`src/sv/tdpt_pkg.sv`:
```
// ----------------------------------------------------------------------------
// tdpt_pkg
// Shared width constants, controller states and the command and status
// bundles that pass between the controller and the datapath.
// ----------------------------------------------------------------------------
package tdpt_pkg;

   localparam int VALUE_WIDTH = 32;
   localparam int CNT_WIDTH   = $clog2(VALUE_WIDTH);

   typedef enum logic [2:0] {
      ST_IDLE,
      ST_BOUND,
      ST_DIV,
      ST_TEST,
      ST_REPORT
   } state_type;

   typedef struct packed {
      logic load;
      logic div_start;
      logic div_step;
      logic next_div;
      logic verdict_we;
      logic verdict;
      logic result_we;
   } cmd_type;

   typedef struct packed {
      logic below_two;
      logic over_bound;
      logic div_last;
      logic rem_zero;
   } status_type;

endpackage

```
`src/sv/tdpt_datapath.sv`:
```
// ----------------------------------------------------------------------------
// tdpt_datapath
// Holds the value under test, the trial divisor and its square, a one bit a
// cycle restoring remainder unit, the verdict and the result register.
// ----------------------------------------------------------------------------
module tdpt_datapath (
   input  logic                                   clock,
   input  logic signed [tdpt_pkg::VALUE_WIDTH-1:0] req_value,
   input  tdpt_pkg::cmd_type                       cmd,
   output tdpt_pkg::status_type                    status,
   output logic                                   rsp_is_prime
);
   import tdpt_pkg::*;

   logic [VALUE_WIDTH-1:0] value_ff, value_in;
   logic [VALUE_WIDTH-1:0] div_ff, div_in;
   logic [VALUE_WIDTH:0]   sq_ff, sq_in;
   logic [VALUE_WIDTH-1:0] rem_ff, rem_in;
   logic [CNT_WIDTH-1:0]   cnt_ff, cnt_in;
   logic                   verdict_ff, verdict_in;
   logic                   result_ff, result_in;
   logic [VALUE_WIDTH:0]   shifted;
   logic [VALUE_WIDTH:0]   diff;

   assign shifted = {rem_ff, value_ff[cnt_ff]};
   assign diff    = shifted - {1'b0, div_ff};

   always_comb begin
      value_in   = value_ff;
      div_in     = div_ff;
      sq_in      = sq_ff;
      rem_in     = rem_ff;
      cnt_in     = cnt_ff;
      verdict_in = verdict_ff;
      result_in  = result_ff;
      if (cmd.load) begin
         value_in = VALUE_WIDTH'(req_value);
         div_in   = VALUE_WIDTH'(2);
         sq_in    = (VALUE_WIDTH+1)'(4);
      end
      if (cmd.next_div) begin
         div_in = div_ff + VALUE_WIDTH'(1);
         sq_in  = sq_ff + {div_ff, 1'b1};
      end
      if (cmd.div_start) begin
         rem_in = '0;
         cnt_in = CNT_WIDTH'(VALUE_WIDTH - 1);
      end
      if (cmd.div_step) begin
         rem_in = diff[VALUE_WIDTH] ? shifted[VALUE_WIDTH-1:0] : diff[VALUE_WIDTH-1:0];
         cnt_in = cnt_ff - CNT_WIDTH'(1);
      end
      if (cmd.verdict_we) begin
         verdict_in = cmd.verdict;
      end
      if (cmd.result_we) begin
         result_in = verdict_ff;
      end
   end

   always_ff @(posedge clock) begin
      value_ff   <= value_in;
      div_ff     <= div_in;
      sq_ff      <= sq_in;
      rem_ff     <= rem_in;
      cnt_ff     <= cnt_in;
      verdict_ff <= verdict_in;
      result_ff  <= result_in;
   end

   assign status.below_two  = value_ff[VALUE_WIDTH-1] || (value_ff[VALUE_WIDTH-1:1] == '0);
   assign status.over_bound = sq_ff > {1'b0, value_ff};
   assign status.div_last   = (cnt_ff == '0);
   assign status.rem_zero   = (rem_ff == '0);
   assign rsp_is_prime      = result_ff;

endmodule

```
`config.mk`:
```
export PLATFORM = sky130hd
export DESIGN_NAME = tdpt_datapath
export DESIGN_NICKNAME = d
export VERILOG_FILES = /design/src/sv/tdpt_pkg.sv /design/src/sv/tdpt_datapath.sv
export SDC_FILE = /design/constraint.sdc
export NUM_CORES = 1
export LEC_CHECK = 0
export BUFFER_PORTS_ARGS = -buffer_cell sky130_fd_sc_hd__buf_2
export CAP_MARGIN = 30
export CELL_PAD_IN_SITES_DETAIL_PLACEMENT = 1
export CELL_PAD_IN_SITES_GLOBAL_PLACEMENT = 2
export CORE_UTILIZATION = 41
export DETAILED_ROUTE_END_ITERATION = 16
export PLACE_DENSITY = 0.91
export SYNTH_ARGS = -nofsm -noshare
export SYNTH_HDL_FRONTEND = slang
export SYNTH_SLANG_ARGS = --single-unit
```
`constraint.sdc`:
```
create_clock -name clock -period 5.2 [get_ports clock]
set_clock_uncertainty 0.2 [all_clocks]
set_input_delay 0.52 -clock clock [delete_from_list [all_inputs] [get_ports clock]]
set_output_delay 0.52 -clock clock [all_outputs]
set_load 0.005 [all_outputs]
```
### Word level (Yosys, flattened, before mapping)

Index checks and enable logic that the tools add are counted.

| cells by class | value |
|---|---|
| add/subtract/negate cells | 4 |
| $lt $le $gt $ge | 2 |
| reductions and logical operators | 6 |
| muxes and demuxes | 11 |

Operators by type and width:

| operator | count |
|---|---|
| 32-bit 2-to-1 mux | 5 |
| 33-bit 2-to-1 mux | 2 |
| 33-bit adder | 1 |
| 33-bit by 32-bit greater-than comparator with 1-bit output | 1 |
| 33-bit by 32-bit subtractor with 33-bit output | 1 |
| 32-bit by 1-bit adder with 32-bit output (second input constant) | 1 |
| 32-bit logical NOT | 1 |
| 31-bit logical NOT | 1 |
| 5-bit 2-to-1 mux | 2 |
| 5-bit by 6-bit less-than comparator with 1-bit output (second input constant) | 1 |
| 1-bit binary-select mux with 5-bit select | 1 |
| 5-bit logical NOT | 1 |
| 5-bit by 1-bit subtractor with 5-bit output (second input constant) | 1 |
| 2-bit nonzero test | 2 |
| 1-bit logical OR | 1 |
| 1-bit 2-to-1 mux | 1 |

| storage, ports and cells | value |
|---|---|
| register bits after elaboration | 136 |
| bits of input ports | 40 |
| output and inout bits | 5 |

### Logic depth before layout (Yosys ltp)

| depth | value |
|---|---|
| word-level depth | 5 |
| depth in mapped cells | 23 |

### Worst setup path before layout

OpenSTA, ideal clock, no wires.

| timing | value |
|---|---|
| kind | reg2reg |
| start | register cnt_ff[0] |
| end | register rem_ff[10], data pin |
| setup slack | 663 ps |
| data arrival time | 4071 ps |
| cell stages (with the launch flop) | 23 |
| path buffers | 4 |
| data required time | 4734 ps |
| library setup time | 266 ps |
| path through | edfxtp_1 -> clkbuf_1 -> clkbuf_1 -> o21ai_0 -> a21oi_1 -> o31ai_1 -> o22ai_1 -> nor3_1 -> a21oi_1 -> ha_1 -> inv_1 -> fa_1 -> a211oi_1 -> o21ai_1 -> nand3_1 -> nand2_1 -> o2111ai_1 -> nand4_1 -> nand3_1 -> buf_4 -> buf_4 -> mux2i_1 -> nor2_1 |

| on the way | value |
|---|---|
| longest elaborated chain between the ends | 5 |

Ends and longest elaborated chain:

| item | line | RTL |
|---|---|---|
| from (decl) | tdpt_datapath.sv:19 | `logic [CNT_WIDTH-1:0] cnt_ff, cnt_in;` |
| from (signal assigned) | tdpt_datapath.sv:66 | `cnt_ff <= cnt_in;` |
| 1-bit binary-select mux with 5-bit select | tdpt_datapath.sv:25 | `assign shifted = {rem_ff, value_ff[cnt_ff]};` |
| 1-bit 2-to-1 mux (not written as such) | tdpt_datapath.sv:25 |  |
| 33-bit by 32-bit subtractor with 33-bit output | tdpt_datapath.sv:26 | `assign diff = shifted - {1'b0, div_ff};` |
| 32-bit 2-to-1 mux | tdpt_datapath.sv:50 | `rem_in = diff[VALUE_WIDTH] ? shifted[VALUE_WIDTH-1:0] : diff[VALUE_WIDTH-1:0];` |
| 32-bit 2-to-1 mux | tdpt_datapath.sv:49 | `if (cmd.div_step) begin` |
| to (signal assigned) | tdpt_datapath.sv:65 | `rem_ff <= rem_in;` |
| to (decl) | tdpt_datapath.sv:18 | `logic [VALUE_WIDTH-1:0] rem_ff, rem_in;` |

Every way passes these cells. The select of a mux whose other input is x is not followed.
A chain may end at the register's enable or synchronous reset.

### Worst setup path after layout

| timing | value |
|---|---|
| start | register cnt_ff[0] |
| end | register rem_ff[11], data pin |

Same word-level chain as after synthesis.

==> impl_metrics.yaml <==
finish:
  syn2layout_area_growth_pct: 11.2
  final-seq-area_mm2: 0.00408
  multi_input_area_mm2: 0.00589
  final_nets: 1261
  fillers: 2791
  antenna_cells: 0
  final_area_mm2: 0.0116
  layout-drive-gt1-share_pct: 9.52
  fin_util_pct: 47.1
setup_path:
  cp.arrival_ns: 4.83
  worst-setup-path-type: "register to register"
  startpoint: "cnt_ff[0]$_SDFFCE_PN1P_"
  endpoint_kind: "register"
  critPathMaxFanout: 21
  rr_startpoint: "cnt_ff[0]$_SDFFCE_PN1P_"
  required_ns: 5.18
  cp-start-kind: "register"
die:
  die_w_um: 161
  dieArea_mm2: 0.0261
  num_io_pins: 45
  row_count: 57
  initial_utilization_pct: 42.4
  die-height_um: 161
  core_mm2: 0.0246
grt:
  track_usage_pct: 21.6
  grt_max_degree: 67
  grt_pass1_vias: 8745
  overflow: 0
  grt_pass1_wl_um: 44600
  antenna_found_initial: 0
place:
  portBuffers: 44
  placed_area_mm2: 0.0110
  dp_hpwl_um: 20700
  place.gp.congestion: 0.834
cts:
  cts_tree: "built"
  clkTransAtPathRegs_ns: 0.07
  cts-htree-levels: 4
  clkLatencyLatePin_ns: 0.44
  clockRootBuffer: "clkbuf_16"
  cts_sinks: 136
  cts_buffers: 17
  ctsLongestPathBuffers: 2
  cts_hold_buf: 0
timing:
  rsz0062_at_grt: "false"
  whs_ns: 0.0508
  worst_pin_slew_ns: 1.28
  hold_viol: 0
  fin_crit_sh_pct: 93.2
  slew_headroom_pct: 12.6
  max_freq_ghz: 0.206
  min_period_ns: 4.85
  setup_viol: 0
  drv_slew: 0
  tns_ns: 0
route:
  drtAntennaViolNets: 0
  drtIter0Drc: 453
  drc: 0
  via_per_inst: 5.70
  vias: 8321
  firstDrtPassIters: 5
  drt_wl_total_um: 27400
  routedWlPerCell_um: 18.8
synthesis:
  syn_area_mm2: 0.0104
  synth_cell_type_count: 73
  yosysMostFrequentCell: "edfxtp_1"
  synth_warnings: 0
  synth_nets: 1222
  ys_seq_area_share_pct: 39.2
  synth.top_cell.area_share_pct: 39.2
  synth_edf_count: 136
  synth_top_area_cell: "edfxtp_1"
  synth_top_cells_by_count: "136 x edfxtp_1, 97 x ha_1, 84 x nor2_1, 81 x inv_1, 69 x a21oi_1"
  ys_ff_latch: 136
  synthArstFlopShare_pct: 0
  synth_flop_cell: "edfxtp_1"
  syn_avg_cell_area_um2: 9.63
  synthCells: 1083
  ys_top_cells_by_area: "edfxtp_1 39%, ha_1 12%, xnor2_1 4.9%, a21oi_1 3.3%, nor2_1 3.0%"
min_path:
  hold_path.class: "input pin to register"
  min_from: "req_value[2]"
power_and_ir_drop:
  powerDensity_mw_per_mm2: 516
  leakage_nw: 4.89
  vdd_drop_max_mv: 0.269
outcome:
  status: "finished, final reports clean"
run:
  cap_violations: 0
cells by family (layout without fill, tap and decap cells):
logic type | after synthesis | count (layout) | synth area share [%]
and+or+nand+nor | 359 | 359 | 17.7
AOI/OAI and AO/OA | 261 | 261 | 16.5
DFF | 136 | 136 | 39.2
buffers and inverters | 118 | 170 | 4.50
adders and majority gates | 99 | 99 | 12.0
xor gates and xnor gates | 75 | 75 | 6.30
muxes | 35 | 35 | 3.84
worst paths after layout:
check	depth (start not counted)	slack, ns	to
worst max-delay path	18	0.35	rem_ff[11]$_SDFFCE_PN0P_
worst min-delay path	1	0.05	value_ff[2]$_DFFE_PP_
worst max register to register	18	0.35	rem_ff[11]$_SDFFCE_PN0P_
worst min register to register	0	0.22	rsp_is_prime$_DFFE_PP_
final cells by class:
type | instances | area share, %
clock buffers | 18 | 3.70
clock inverters | 14 | 1.10
inverters | 83 | 2.69
multi-input cells | 829 | 50.8
flip-flops and latches | 136 | 35.2
well taps | 324 | 3.50
repair buffers | 55 | 3.00
placed cells by master, fill, tap and decap left out, drive strengths merged, types with 6 or more instances in the layout:
master    n
and2     47
nand2    63
a21o     38
nor2b    26
o21a     12
o31ai     8
nand4    23
ha       97
a31oi     6
edfxtp  136
xnor2    58
inv      92
mux2i    31
xor2     17
nor4     20
nand3    25
clkbuf   18
or3      10
a211oi   12
nor2     84
nand2b   10
nor3     29
o21ai    62
buf      55
and3      8
a21oi    69
critical path: stages (launching register included):
cell and delay (ns):
edfxtp_1 0.33, buf_4 0.25, mux4_2 0.53, o22ai_1 0.17, nor2_1 0.12, a21oi_2 0.23, ha_1 0.22, inv_1 0.06
fa_1 0.42, a211oi_1 0.29, o21ai_1 0.14, nand3_1 0.08, nand2_1 0.18, o2111ai_1 0.35, nand4_1 0.27, nand3_4 0.24
buf_12 0.22, mux2i_1 0.23, nor2_1 0.05
metal layers:
| metal | vias to the layer above | track usage, % | share of wire [%] |
|---|---|---|---|
| met5 | - | 0 | 0 |
| met4 | 0 | 6.99 | 2.0 |
| met3 | 40 | 2.98 | 2.7 |
| met2 | 124 | 36.9 | 49 |
| met1 | 4098 | 28.1 | 47 |
| li1 | 4059 | - | - |
what timing repair did:
item                                   4_1_cts  5_1_grt
resized for setup                            0        2
buffers inserted                             0        2
endpoints found under the hold margin        0        0
setup endpoints to repair                    0       26
power by group:
group	switching, mW	total [mW]	internal (mW)
registers	0.234	1.77	1.54
clock network	0.556	1.19	0.631
logic	1.72	3.03	1.31
state kept, by name, indices dropped and copies added, names as in the netlist:
signal / cells
rem_ff: 32
sq_ff: 33
cnt_ff: 5
rsp_is_prime: 1
verdict_ff: 1
value_ff: 32
div_ff: 32
through the flow:
stage               total power [mW]  setup slack, ns  std cells
floorplan                       4.03            0.663       1083
global placement                4.66            0.353       1423
detailed placement              4.76            0.241       1424
CTS                             5.98            0.184       1456
global route                    6.40           0.0196       1459
finish                          5.98            0.355       1459
No activity file was read; power rests on OpenSTA's default activity.
